### src/sv/assert_macros.svh
// ----------------------------------------------------------------------------
// Assertion macros
// Shared concurrent assertion forms, sampled on the rising clock edge and
// disabled while the active-low reset is asserted.
// ----------------------------------------------------------------------------
`ifndef ASSERT_MACROS_SVH
`define ASSERT_MACROS_SVH

// Same-cycle implication.
`define DPT_ASSERT_IMPL(lbl, clk, rst_n, ante, cons, msg) \
  lbl: assert property (@(posedge clk) disable iff (!rst_n) (ante) |-> (cons)) \
    else $error(msg);

// Next-cycle implication.
`define DPT_ASSERT_NEXT(lbl, clk, rst_n, ante, cons, msg) \
  lbl: assert property (@(posedge clk) disable iff (!rst_n) (ante) |=> (cons)) \
    else $error(msg);

`endif

### src/sv/dpt_pkg.sv
// ----------------------------------------------------------------------------
// Digraph pair table package
// Types, codes and defaults shared by the pair table modules.
// ----------------------------------------------------------------------------
package dpt_pkg;

  localparam int unsigned TableSizeDefault = 64;
  localparam int unsigned EntryW           = 24;

  typedef enum logic [1:0] {
    MODE_LOOKUP = 2'd0,
    MODE_ADD    = 2'd1,
    MODE_REMOVE = 2'd2,
    MODE_CLEAR  = 2'd3
  } mode_e;

  typedef enum logic [2:0] {
    ST_DONE     = 3'd0,
    ST_NOTFOUND = 3'd1,
    ST_FULL     = 3'd2,
    ST_DEFINED  = 3'd3,
    ST_EMPTY    = 3'd4,
    ST_MISSING  = 3'd5
  } status_e;

  typedef enum logic [1:0] {
    RD_ZERO  = 2'd0,
    RD_NEXT  = 2'd1,
    RD_NEXT2 = 2'd2
  } rd_sel_e;

  // Commands from the controller to the datapath.
  typedef struct packed {
    logic    capture;
    logic    ptr_inc;
    logic    set_res;
    status_e st_code;
    logic    res_from_ram;
    logic    add_write;
    logic    shift_write;
    logic    dec_count;
    logic    clear_tab;
    logic    load_out;
    rd_sel_e rd_sel;
  } cmd_t;

  // Status from the datapath to the controller.
  typedef struct packed {
    mode_e mode;
    logic  count_zero;
    logic  full;
    logic  missing_add;
    logic  missing_rm;
    logic  hit;
    logic  last;
    logic  out_free;
  } stat_t;

endpackage

### src/sv/dpt_if.sv
// ----------------------------------------------------------------------------
// Pair table channel interfaces
// Valid/ready channels for operation beats in and result beats out.
// ----------------------------------------------------------------------------
interface dpt_in_if;
  logic       valid;
  logic       ready;
  logic [1:0] mode;
  logic [7:0] first_char;
  logic [7:0] second_char;
  logic [7:0] digraph_char;

  modport source (output valid, mode, first_char, second_char, digraph_char,
                  input ready);
  modport sink   (input valid, mode, first_char, second_char, digraph_char,
                  output ready);
endinterface

interface dpt_out_if;
  logic       valid;
  logic       ready;
  logic [7:0] result_char;
  logic [2:0] status;
  logic [5:0] entry_count;
  logic       table_changed;

  modport source (output valid, result_char, status, entry_count, table_changed,
                  input ready);
  modport sink   (input valid, result_char, status, entry_count, table_changed,
                  output ready);
endinterface

### src/sv/dpt_ram.sv
// ----------------------------------------------------------------------------
// Generic single-port-write RAM
// One write port and one read port; the read data is registered.
// ----------------------------------------------------------------------------
module dpt_ram #(
  parameter int unsigned Width = 8,
  parameter int unsigned Depth = 2,
  localparam int unsigned AddrW = (Depth > 1) ? $clog2(Depth) : 1
) (
  input  logic             clk_i,
  input  logic             we_i,
  input  logic [AddrW-1:0] waddr_i,
  input  logic [Width-1:0] wdata_i,
  input  logic [AddrW-1:0] raddr_i,
  output logic [Width-1:0] rdata_o
);

  logic [Width-1:0] mem_q [Depth];
  logic [Width-1:0] rdata_q;

  always_ff @(posedge clk_i) begin
    if (we_i) begin
      mem_q[waddr_i] <= wdata_i;
    end
    rdata_q <= mem_q[raddr_i];
  end

  assign rdata_o = rdata_q;

endmodule

### src/sv/dpt_ctrl.sv
// ----------------------------------------------------------------------------
// Pair table controller
// Sequences decode, scan, shift-down and result hand-off for each operation.
// ----------------------------------------------------------------------------
module dpt_ctrl (
  input  logic          clk_i,
  input  logic          rst_ni,
  input  logic          in_valid_i,
  output logic          in_ready_o,
  input  dpt_pkg::stat_t stat_i,
  output dpt_pkg::cmd_t  cmd_o
);
  import dpt_pkg::*;

  typedef enum logic [4:0] {
    S_IDLE   = 5'b00001,
    S_DECODE = 5'b00010,
    S_SCAN   = 5'b00100,
    S_SHIFT  = 5'b01000,
    S_DONE   = 5'b10000
  } state_e;

  state_e state_q, state_d;
  cmd_t   cmd;

  always_comb begin
    state_d    = state_q;
    cmd        = '0;
    in_ready_o = 1'b0;
    case (state_q)
      S_IDLE: begin
        in_ready_o = 1'b1;
        if (in_valid_i) begin
          cmd.capture = 1'b1;
          state_d     = S_DECODE;
        end
      end
      S_DECODE: begin
        case (stat_i.mode)
          MODE_LOOKUP: begin
            if (stat_i.count_zero) begin
              cmd.set_res = 1'b1;
              cmd.st_code = ST_NOTFOUND;
              state_d     = S_DONE;
            end else begin
              state_d = S_SCAN;
            end
          end
          MODE_ADD: begin
            if (stat_i.full) begin
              cmd.set_res = 1'b1;
              cmd.st_code = ST_FULL;
              state_d     = S_DONE;
            end else if (stat_i.missing_add) begin
              cmd.set_res = 1'b1;
              cmd.st_code = ST_MISSING;
              state_d     = S_DONE;
            end else if (stat_i.count_zero) begin
              cmd.add_write = 1'b1;
              cmd.set_res   = 1'b1;
              cmd.st_code   = ST_DONE;
              state_d       = S_DONE;
            end else begin
              state_d = S_SCAN;
            end
          end
          MODE_REMOVE: begin
            if (stat_i.count_zero) begin
              cmd.set_res = 1'b1;
              cmd.st_code = ST_EMPTY;
              state_d     = S_DONE;
            end else if (stat_i.missing_rm) begin
              cmd.set_res = 1'b1;
              cmd.st_code = ST_MISSING;
              state_d     = S_DONE;
            end else begin
              state_d = S_SCAN;
            end
          end
          default: begin
            cmd.clear_tab = 1'b1;
            cmd.set_res   = 1'b1;
            cmd.st_code   = ST_DONE;
            state_d       = S_DONE;
          end
        endcase
      end
      S_SCAN: begin
        cmd.rd_sel = RD_NEXT;
        if (stat_i.hit) begin
          case (stat_i.mode)
            MODE_LOOKUP: begin
              cmd.set_res      = 1'b1;
              cmd.st_code      = ST_DONE;
              cmd.res_from_ram = 1'b1;
              state_d          = S_DONE;
            end
            MODE_ADD: begin
              cmd.set_res = 1'b1;
              cmd.st_code = ST_DEFINED;
              state_d     = S_DONE;
            end
            default: begin
              state_d = S_SHIFT;
            end
          endcase
        end else if (stat_i.last) begin
          cmd.set_res = 1'b1;
          if (stat_i.mode == MODE_ADD) begin
            cmd.add_write = 1'b1;
            cmd.st_code   = ST_DONE;
          end else begin
            cmd.st_code = ST_NOTFOUND;
          end
          state_d = S_DONE;
        end else begin
          cmd.ptr_inc = 1'b1;
        end
      end
      S_SHIFT: begin
        cmd.rd_sel = RD_NEXT2;
        if (stat_i.last) begin
          cmd.dec_count = 1'b1;
          cmd.set_res   = 1'b1;
          cmd.st_code   = ST_DONE;
          state_d       = S_DONE;
        end else begin
          cmd.shift_write = 1'b1;
          cmd.ptr_inc     = 1'b1;
        end
      end
      S_DONE: begin
        if (stat_i.out_free) begin
          cmd.load_out = 1'b1;
          state_d      = S_IDLE;
        end
      end
      default: begin
        state_d = S_IDLE;
      end
    endcase
  end

  always_ff @(posedge clk_i or negedge rst_ni) begin
    if (!rst_ni) begin
      state_q <= S_IDLE;
    end else begin
      state_q <= state_d;
    end
  end

  assign cmd_o = cmd;

endmodule

### src/sv/dpt_datapath.sv
// ----------------------------------------------------------------------------
// Pair table datapath
// Operation registers, scan pointer, entry count, entry RAM and result register.
// ----------------------------------------------------------------------------
module dpt_datapath #(
  parameter int unsigned TABLE_SIZE = dpt_pkg::TableSizeDefault
) (
  input  logic           clk_i,
  input  logic           rst_ni,
  input  logic [1:0]     mode_i,
  input  logic [7:0]     first_char_i,
  input  logic [7:0]     second_char_i,
  input  logic [7:0]     digraph_char_i,
  input  dpt_pkg::cmd_t  cmd_i,
  output dpt_pkg::stat_t stat_o,
  output logic           out_valid_o,
  input  logic           out_ready_i,
  output logic [7:0]     result_char_o,
  output logic [2:0]     status_o,
  output logic [5:0]     entry_count_o,
  output logic           table_changed_o
);
  import dpt_pkg::*;

  localparam int unsigned Depth = TABLE_SIZE - 1;
  localparam int unsigned CntW  = $clog2(TABLE_SIZE);
  localparam int unsigned AddrW = (Depth > 1) ? $clog2(Depth) : 1;

  mode_e           mode_q;
  logic [7:0]      lo_q, hi_q, dig_q;
  logic [CntW-1:0] ptr_q, count_q;
  logic            changed_q;
  status_e         status_q;
  logic [7:0]      res_char_q;
  logic            out_valid_q;
  logic [7:0]      out_char_q;
  logic [2:0]      out_status_q;
  logic [5:0]      out_count_q;
  logic            out_changed_q;

  logic [CntW:0]     ptr_p1, ptr_p2, count_ext;
  logic [CntW+5:0]   count_wide;
  logic [7:0]        in_lo, in_hi;
  logic [EntryW-1:0] rdata, wdata;
  logic [AddrW-1:0]  raddr, waddr;
  logic              we;

  assign in_lo = (first_char_i < second_char_i) ? first_char_i : second_char_i;
  assign in_hi = (first_char_i < second_char_i) ? second_char_i : first_char_i;

  assign ptr_p1    = {1'b0, ptr_q} + {{CntW{1'b0}}, 1'b1};
  assign ptr_p2    = {1'b0, ptr_q} + (CntW + 1)'(2);
  assign count_ext = {1'b0, count_q};

  always_comb begin
    case (cmd_i.rd_sel)
      RD_NEXT:  raddr = ptr_p1[AddrW-1:0];
      RD_NEXT2: raddr = ptr_p2[AddrW-1:0];
      default:  raddr = '0;
    endcase
  end

  // An add appends at the count; a shift moves entry ptr+1 down to ptr.
  assign we    = cmd_i.add_write | cmd_i.shift_write;
  assign waddr = cmd_i.add_write ? count_q[AddrW-1:0] : ptr_q[AddrW-1:0];
  assign wdata = cmd_i.add_write ? {lo_q, hi_q, dig_q} : rdata;

  dpt_ram #(
    .Width (EntryW),
    .Depth (Depth)
  ) u_ram (
    .clk_i   (clk_i),
    .we_i    (we),
    .waddr_i (waddr),
    .wdata_i (wdata),
    .raddr_i (raddr),
    .rdata_o (rdata)
  );

  always_ff @(posedge clk_i) begin
    if (cmd_i.capture) begin
      mode_q <= mode_e'(mode_i);
      lo_q   <= in_lo;
      hi_q   <= in_hi;
      dig_q  <= digraph_char_i;
    end
    if (cmd_i.set_res) begin
      status_q   <= cmd_i.st_code;
      res_char_q <= cmd_i.res_from_ram ? rdata[7:0] : 8'd0;
    end
    if (cmd_i.load_out) begin
      out_char_q    <= res_char_q;
      out_status_q  <= status_q;
      out_count_q   <= count_wide[5:0];
      out_changed_q <= changed_q;
    end
  end

  always_ff @(posedge clk_i or negedge rst_ni) begin
    if (!rst_ni) begin
      ptr_q       <= '0;
      count_q     <= '0;
      changed_q   <= 1'b0;
      out_valid_q <= 1'b0;
    end else begin
      if (cmd_i.capture) begin
        ptr_q <= '0;
      end else if (cmd_i.ptr_inc) begin
        ptr_q <= ptr_p1[CntW-1:0];
      end
      if (cmd_i.clear_tab) begin
        count_q <= '0;
      end else if (cmd_i.add_write) begin
        count_q <= count_q + CntW'(1);
      end else if (cmd_i.dec_count) begin
        count_q <= count_q - CntW'(1);
      end
      if (cmd_i.clear_tab || cmd_i.add_write || cmd_i.dec_count) begin
        changed_q <= 1'b1;
      end
      if (cmd_i.load_out) begin
        out_valid_q <= 1'b1;
      end else if (out_ready_i) begin
        out_valid_q <= 1'b0;
      end
    end
  end

  assign count_wide = {6'd0, count_q};

  always_comb begin
    stat_o.mode        = mode_q;
    stat_o.count_zero  = (count_q == '0);
    stat_o.full        = (count_q == CntW'(Depth));
    stat_o.missing_add = (lo_q == 8'd0) || (dig_q == 8'd0);
    stat_o.missing_rm  = (lo_q == 8'd0);
    stat_o.hit         = (rdata[23:16] == lo_q) && (rdata[15:8] == hi_q);
    stat_o.last        = (ptr_p1 == count_ext);
    stat_o.out_free    = !out_valid_q || out_ready_i;
  end

  assign out_valid_o     = out_valid_q;
  assign result_char_o   = out_char_q;
  assign status_o        = out_status_q;
  assign entry_count_o   = out_count_q;
  assign table_changed_o = out_changed_q;

endmodule

### src/sv/digraph_pair_table.sv
// ----------------------------------------------------------------------------
// Digraph pair table
// Compacted table of unordered character pairs mapped to digraph characters,
// with lookup, add, remove and clear operations.
// ----------------------------------------------------------------------------
//
//   Channel | Direction | Beat contents
//   --------+-----------+---------------------------------------------------
//   in_i    | sink      | mode, first_char, second_char, digraph_char
//   out_o   | source    | result_char, status, entry_count, table_changed
//
// Each beat is one operation and gives exactly one result beat. A lookup,
// add or remove scans the held entries in order until it hits one or
// reaches the end; a remove that hits then shifts the later entries down
// by one place. The scan reads one entry RAM word per cycle. A clear, or
// any operation settled without a scan, passes from the decode state
// straight to the done state, and in the cycle in which a result is
// offered the next beat can already be taken.
// After reset the table is empty; the entry RAM needs no clearing pass.
// The next beat is accepted while a result still waits in the output
// register; the block only stalls once that next result is ready as well.
//
module digraph_pair_table #(
  parameter int unsigned TABLE_SIZE = dpt_pkg::TableSizeDefault
) (
  input  logic clk_i,
  input  logic rst_ni,
  dpt_in_if.sink    in_i,
  dpt_out_if.source out_o
);
  import dpt_pkg::*;

  `include "assert_macros.svh"

  cmd_t  cmd;
  stat_t stat;

  // The controller owns ready: a beat is taken only when the sequencer is
  // idle, and the datapath captures the beat on the same edge.
  dpt_ctrl u_ctrl (
    .clk_i      (clk_i),
    .rst_ni     (rst_ni),
    .in_valid_i (in_i.valid),
    .in_ready_o (in_i.ready),
    .stat_i     (stat),
    .cmd_o      (cmd)
  );

  dpt_datapath #(
    .TABLE_SIZE (TABLE_SIZE)
  ) u_dp (
    .clk_i           (clk_i),
    .rst_ni          (rst_ni),
    .mode_i          (in_i.mode),
    .first_char_i    (in_i.first_char),
    .second_char_i   (in_i.second_char),
    .digraph_char_i  (in_i.digraph_char),
    .cmd_i           (cmd),
    .stat_o          (stat),
    .out_valid_o     (out_o.valid),
    .out_ready_i     (out_o.ready),
    .result_char_o   (out_o.result_char),
    .status_o        (out_o.status),
    .entry_count_o   (out_o.entry_count),
    .table_changed_o (out_o.table_changed)
  );

  // Once a beat is taken, the block is not ready again in the next cycle.
  `DPT_ASSERT_NEXT(a_busy_after_accept, clk_i, rst_ni, in_i.valid && in_i.ready, !in_i.ready, "input accepted while still busy")

  // An entry is only appended to a table with room and a complete argument.
  `DPT_ASSERT_IMPL(a_add_allowed, clk_i, rst_ni, cmd.add_write, !stat.full && !stat.missing_add, "entry appended to a full table or with a missing character")

  // The shift-down never copies from beyond the last held entry.
  `DPT_ASSERT_IMPL(a_shift_in_range, clk_i, rst_ni, cmd.shift_write, !stat.last, "shift copied past the last entry")

  // A result is never written over one that has not been taken.
  `DPT_ASSERT_IMPL(a_no_result_overwrite, clk_i, rst_ni, cmd.load_out, !out_o.valid || out_o.ready, "result register overwritten")

endmodule
### src/flat_wrapper.sv
// flat-port wrapper written by rule: the top's interface ports become plain ports
module digraph_pair_table_flat import dpt_pkg::*;
#(
  parameter int unsigned TABLE_SIZE = dpt_pkg::TableSizeDefault
)
  (clk_i, rst_ni, in_i_valid, in_i_mode, in_i_first_char, in_i_second_char, in_i_digraph_char, in_i_ready, out_o_valid, out_o_result_char, out_o_status, out_o_entry_count, out_o_table_changed, out_o_ready);
  dpt_in_if in_i_i ();
  dpt_out_if out_o_i ();
  input  logic clk_i;
  input  logic rst_ni;
  input wire logic [$bits(in_i_i.valid)-1:0] in_i_valid;
  input wire logic [$bits(in_i_i.mode)-1:0] in_i_mode;
  input wire logic [$bits(in_i_i.first_char)-1:0] in_i_first_char;
  input wire logic [$bits(in_i_i.second_char)-1:0] in_i_second_char;
  input wire logic [$bits(in_i_i.digraph_char)-1:0] in_i_digraph_char;
  output wire logic [$bits(in_i_i.ready)-1:0] in_i_ready;
  output wire logic [$bits(out_o_i.valid)-1:0] out_o_valid;
  output wire logic [$bits(out_o_i.result_char)-1:0] out_o_result_char;
  output wire logic [$bits(out_o_i.status)-1:0] out_o_status;
  output wire logic [$bits(out_o_i.entry_count)-1:0] out_o_entry_count;
  output wire logic [$bits(out_o_i.table_changed)-1:0] out_o_table_changed;
  input wire logic [$bits(out_o_i.ready)-1:0] out_o_ready;
  assign in_i_i.valid = in_i_valid;
  assign in_i_i.mode = in_i_mode;
  assign in_i_i.first_char = in_i_first_char;
  assign in_i_i.second_char = in_i_second_char;
  assign in_i_i.digraph_char = in_i_digraph_char;
  assign in_i_ready = in_i_i.ready;
  assign out_o_valid = out_o_i.valid;
  assign out_o_result_char = out_o_i.result_char;
  assign out_o_status = out_o_i.status;
  assign out_o_entry_count = out_o_i.entry_count;
  assign out_o_table_changed = out_o_i.table_changed;
  assign out_o_i.ready = out_o_ready;
  digraph_pair_table #(.TABLE_SIZE(TABLE_SIZE)) u_core (.clk_i(clk_i), .rst_ni(rst_ni), .in_i(in_i_i), .out_o(out_o_i));
endmodule
### config.mk
export PLATFORM = sky130hd
export DESIGN_NAME = digraph_pair_table_flat
export DESIGN_NICKNAME = d
export VERILOG_FILES = /design/src/sv/dpt_pkg.sv /design/src/sv/dpt_if.sv /design/src/sv/dpt_ram.sv /design/src/sv/dpt_ctrl.sv /design/src/sv/dpt_datapath.sv /design/src/sv/digraph_pair_table.sv /design/src/flat_wrapper.sv
export VERILOG_INCLUDE_DIRS = /design/src /design/src/sv
export SDC_FILE = /design/constraint.sdc
export NUM_CORES = 2
export LEC_CHECK = 0
export BUFFER_PORTS_ARGS = -buffer_cell sky130_fd_sc_hd__buf_2
export CORE_ASPECT_RATIO = 1.25
export CORE_MARGIN = 8
export CORE_UTILIZATION = 63
export DETAILED_ROUTE_END_ITERATION = 12
export PLACE_DENSITY = 0.79
export SLEW_MARGIN = 20
export SYNTH_ARGS = -nofsm -noshare
export SYNTH_HDL_FRONTEND = slang
export SYNTH_SLANG_ARGS = --single-unit
### constraint.sdc
create_clock -name clk_i -period 6.7 [get_ports clk_i]
set_input_delay 1.005 -clock clk_i [delete_from_list [all_inputs] [get_ports clk_i]]
set_output_delay 1.005 -clock clk_i [all_outputs]
set_load 0.005 [all_outputs]
==> results.sh <==
export IMPL_run_status="finished clean"
export IMPL_initial_utilization=0.636
export IMPL_leakage_nw=22.9
export IMPL_synth_cell_types=78
export IMPL_num_vias=35000
export IMPL_grt_max_degree=132
export IMPL_drt_pre_antenna_iters=6
export IMPL_r2r_slack_ns=1.30
export IMPL_cts_sinks=1610
export IMPL_rsz0062_at_grt="false"
export IMPL_numCtsBuffers=146
export IMPL_drv_slew=0
export IMPL_cts_setup_buffers=0
export IMPL_synth_area_leaders="edfxtp_1, mux2i_1, mux4_2, nand2_1, nand3_1"
export IMPL_place_ws_ns=1.65
export IMPL_crit_required_ns=7.36
export IMPL_syn_inst=3616
export IMPL_synth_seq_cells=1610
export IMPL_dieArea_um2=112000
export IMPL_final_layout_size_suffix_gt1_frac=0.186
export IMPL_slowest_stage="o22ai_1"
export IMPL_worstPathArrival_ns=6.06
export IMPL_grt_pass1_vias=34700
export IMPL_viasPerCell=6.73
export IMPL_vdd_drop_max_uv=291
export IMPL_syn_to_final_growth_pct=11.4
export IMPL_routedWlPerCell_um=30.8
export IMPL_cts_reportedPaths_clkPinSlew_ns=0.06
export IMPL_synth_commonest_cells="edfxtp_1, mux2i_1, nand2_1"
export IMPL_tightest_slew_ns=1.20
export IMPL_hold_viol=0
export IMPL_numPortBuffers=49
export IMPL_p_int_w=0.0163
export IMPL_finalSetupViolations=0
export IMPL_core_area_um2=101000
export IMPL_cpLargestDelayFamily="compound AO/OA/AOI/OAI gates"
export IMPL_yosys_area_top_type="edfxtp_1"
export IMPL_syn_area_per_cell_um2=17.7
export IMPL_hold_buffers=0
export IMPL_slowest_delay_ns=0.78
export IMPL_nets=3797
export IMPL_ys_seq_area_frac=0.751
export IMPL_slew_headroom=0.190
export IMPL_root_buffer="clkbuf_16"
export IMPL_drt_total_wl_mm=160
export IMPL_synth_edf_count=1567
export IMPL_die_height_um=372
export IMPL_p_sw_frac=0.216
export IMPL_antenna_found_initial=12
export IMPL_power_frac_seq=0.550
export IMPL_fin_setup_tns_ns=0
export IMPL_grt_pass1_wl_mm=230
export IMPL_clock_path_buffers=3
export IMPL_cts_tree="yes"
export IMPL_path_buf_inv=2
export IMPL_ios=50
export IMPL_reg2reg_depth=11
export IMPL_crit_start="u_core.u_ctrl.state_q[4]"
export IMPL_rows=130
export IMPL_synth_top_area_frac=0.736
export IMPL_clock_latency_ns=0.78
export IMPL_fin_ws_ns=1.30
export IMPL_cp_max_fo=114
export IMPL_syn_nets=3663
export IMPL_ys_async_sr_fraction=0.0118
export IMPL_clockPowerShare=0.394
export IMPL_cp_start_kind="flip-flop"
export IMPL_max_freq_ghz=0.185
export IMPL_crit_chain="nor3_1, nand3b_1, ha_1, inv_1, a21oi_4, buf_12, mux2_2, mux4_2, o22ai_1, a221oi_1, o221a_2"
export IMPL_yosysMostFrequentCell="edfxtp_1"
export IMPL_fin_crit_sh=0.806
export IMPL_place_congestion=0.929
export IMPL_grt_overflow_total=0
export IMPL_path_depth=11
export IMPL_grt_use_total=0.284
export IMPL_cts_resized=0
export IMPL_cp_end_kind="flip-flop"
export IMPL_r2r_end="u_core.u_dp.u_ram.rdata_o[0]"
export IMPL_dp_hpwl_mm=91.5
export IMPL_detail_route_antenna_nets=0
export IMPL_yosysWarningCount=0
export IMPL_period_needed_ns=5.40
export IMPL_r2r_start="u_core.u_ctrl.state_q[4]"
export IMPL_power_density_nw_per_um2=292
export IMPL_drt_iter0_drc=4856
export IMPL_crit_type="reg -> reg"
export IMPL_fin_skew_ns=0.0245
export IMPL_min_path_type="in -> async"
export IMPL_maxCapViolations=0
export IMPL_p_comb_frac=0.056
export IMPL_ys_flop_type="edfxtp_1"
export IMPL_die_w_um=301
export IMPL_syn_cell_area_um2=64000
export IMPL_drc_errors=0
export IMPL_switching_power_w=0.00448
export IMPL_h_tree_depth=4
export IMPL_whs_ns=0.224
==> routing by layer <==
| layer | track usage | vias to the layer above | wire length, um |
|---|---|---|---|
| li1 | - | 14600 | - |
| met1 | 0.348 | 17600 | 54700 |
| met2 | 0.462 | 2273 | 77900 |
| met3 | 0.0679 | 451 | 16900 |
| met4 | 0.168 | 6 | 10400 |
| met5 | 0 | - | 47 |
==> per-stage QoR <==
step	cells	instance area [um^2]	utilization	total power (W)
6_report	5195	71200	0.709	0.0208
5_1_grt	5189	71200	0.708	0.0213
4_1_cts	5188	71200	0.708	0.0208
3_5_place_dp	4922	66500	0.662	0.0128
3_3_place_gp	4921	66500	0.662	0.0127
2_1_floorplan	3616	64000	-	0.0123
==> worst reg2reg max path, stage by stage (launching register included) <==
cell	delay [ns]
dfrtp_1	0.40
nor3_1	0.36
nand3b_1	0.31
ha_1	0.64
inv_1	0.24
a21oi_4	0.30
buf_12	0.60
mux2_2	0.53
mux4_2	0.52
o22ai_1	0.78
a221oi_1	0.37
o221a_2	0.23
==> power by group through the flow <==
stage,clock network [W],registers (W),logic [W]
2_1_floorplan,0,0.0116,0.000713
3_3_place_gp,0,0.0116,0.00110
3_5_place_dp,0,0.0116,0.00112
4_1_cts,0.00824,0.0114,0.00113
5_1_grt,0.00862,0.0114,0.00122
6_report,0.00819,0.0114,0.00116
==> cell families (layout without fill, tap and decap cells) <==
group,after synthesis,in the layout,synth area share
AOI/OAI and AO/OA,297,297,0.0351
xor gates and xnor gates,30,30,0.00411
adders and majority gates,17,17,0.00344
buffers and inverters,227,479,0.0158
DFF,1610,1610,0.751
muxes,633,633,0.134
other,0,7,0
and+or+nand+nor,802,802,0.0574
==> placed cells by master, fill, tap and decap left out, drive strengths merged, types with 22 or more instances in the layout <==
| cell type | n |
|---|---|
| clkinv | 53 |
| edfxtp | 1567 |
| and3 | 22 |
| dfxtp | 24 |
| buf | 189 |
| mux2 | 54 |
| a311oi | 39 |
| clkbuf | 194 |
| a21oi | 29 |
| inv | 32 |
| nand3 | 128 |
| a31oi | 22 |
| mux4 | 171 |
| nor2 | 95 |
| mux2i | 408 |
| o22ai | 33 |
| o21ai | 27 |
| nand2 | 397 |
| nor3 | 65 |
==> layout make-up <==
| cell class | count | area [um^2] |
|---|---|---|
| Multi-Input combinational cell | 1779 | 15400 |
| Tap cell | 1320 | 1650 |
| Inverter | 24 | 92.6 |
| Timing Repair Buffer | 189 | 1390 |
| Antenna cell | 7 | 17.5 |
| Clock inverter | 72 | 678 |
| Clock buffer | 194 | 4000 |
| Fill cell | 5849 | 29300 |
| Sequential cell | 1610 | 48000 |
==> state kept, by name (all words and copies together), names as in the netlist <==
register / flops
u_core.u_ctrl.state_q: 5
u_core.u_dp.changed_q: 1
u_core.u_dp.count_q: 6
u_core.u_dp.dig_q: 8
u_core.u_dp.entry_count_o: 6
u_core.u_dp.hi_q: 8
u_core.u_dp.lo_q: 8
u_core.u_dp.mode_q: 2
u_core.u_dp.out_valid_o: 1
u_core.u_dp.ptr_q: 6
u_core.u_dp.res_char_q: 8
u_core.u_dp.result_char_o: 8
u_core.u_dp.status_o: 3
u_core.u_dp.status_q: 3
u_core.u_dp.table_changed_o: 1
u_core.u_dp.u_ram.mem_q: 1512
u_core.u_dp.u_ram.rdata_o: 24
==> worst max-delay path by stage <==
stage / end / slack [ns]
2_1_floorplan: u_core.u_dp.u_ram.mem_q[24][0] / 1.97
3_3_place_gp: u_core.u_dp.u_ram.rdata_o[23] / 1.49
3_5_place_dp: u_core.u_dp.u_ram.rdata_o[0] / 1.65
4_1_cts: u_core.u_dp.u_ram.rdata_o[0] / 1.59
5_1_grt: u_core.u_dp.u_ram.rdata_o[0] / 1.28
6_report: u_core.u_dp.u_ram.rdata_o[0] / 1.30
No activity file was read; power rests on OpenSTA's default activity.
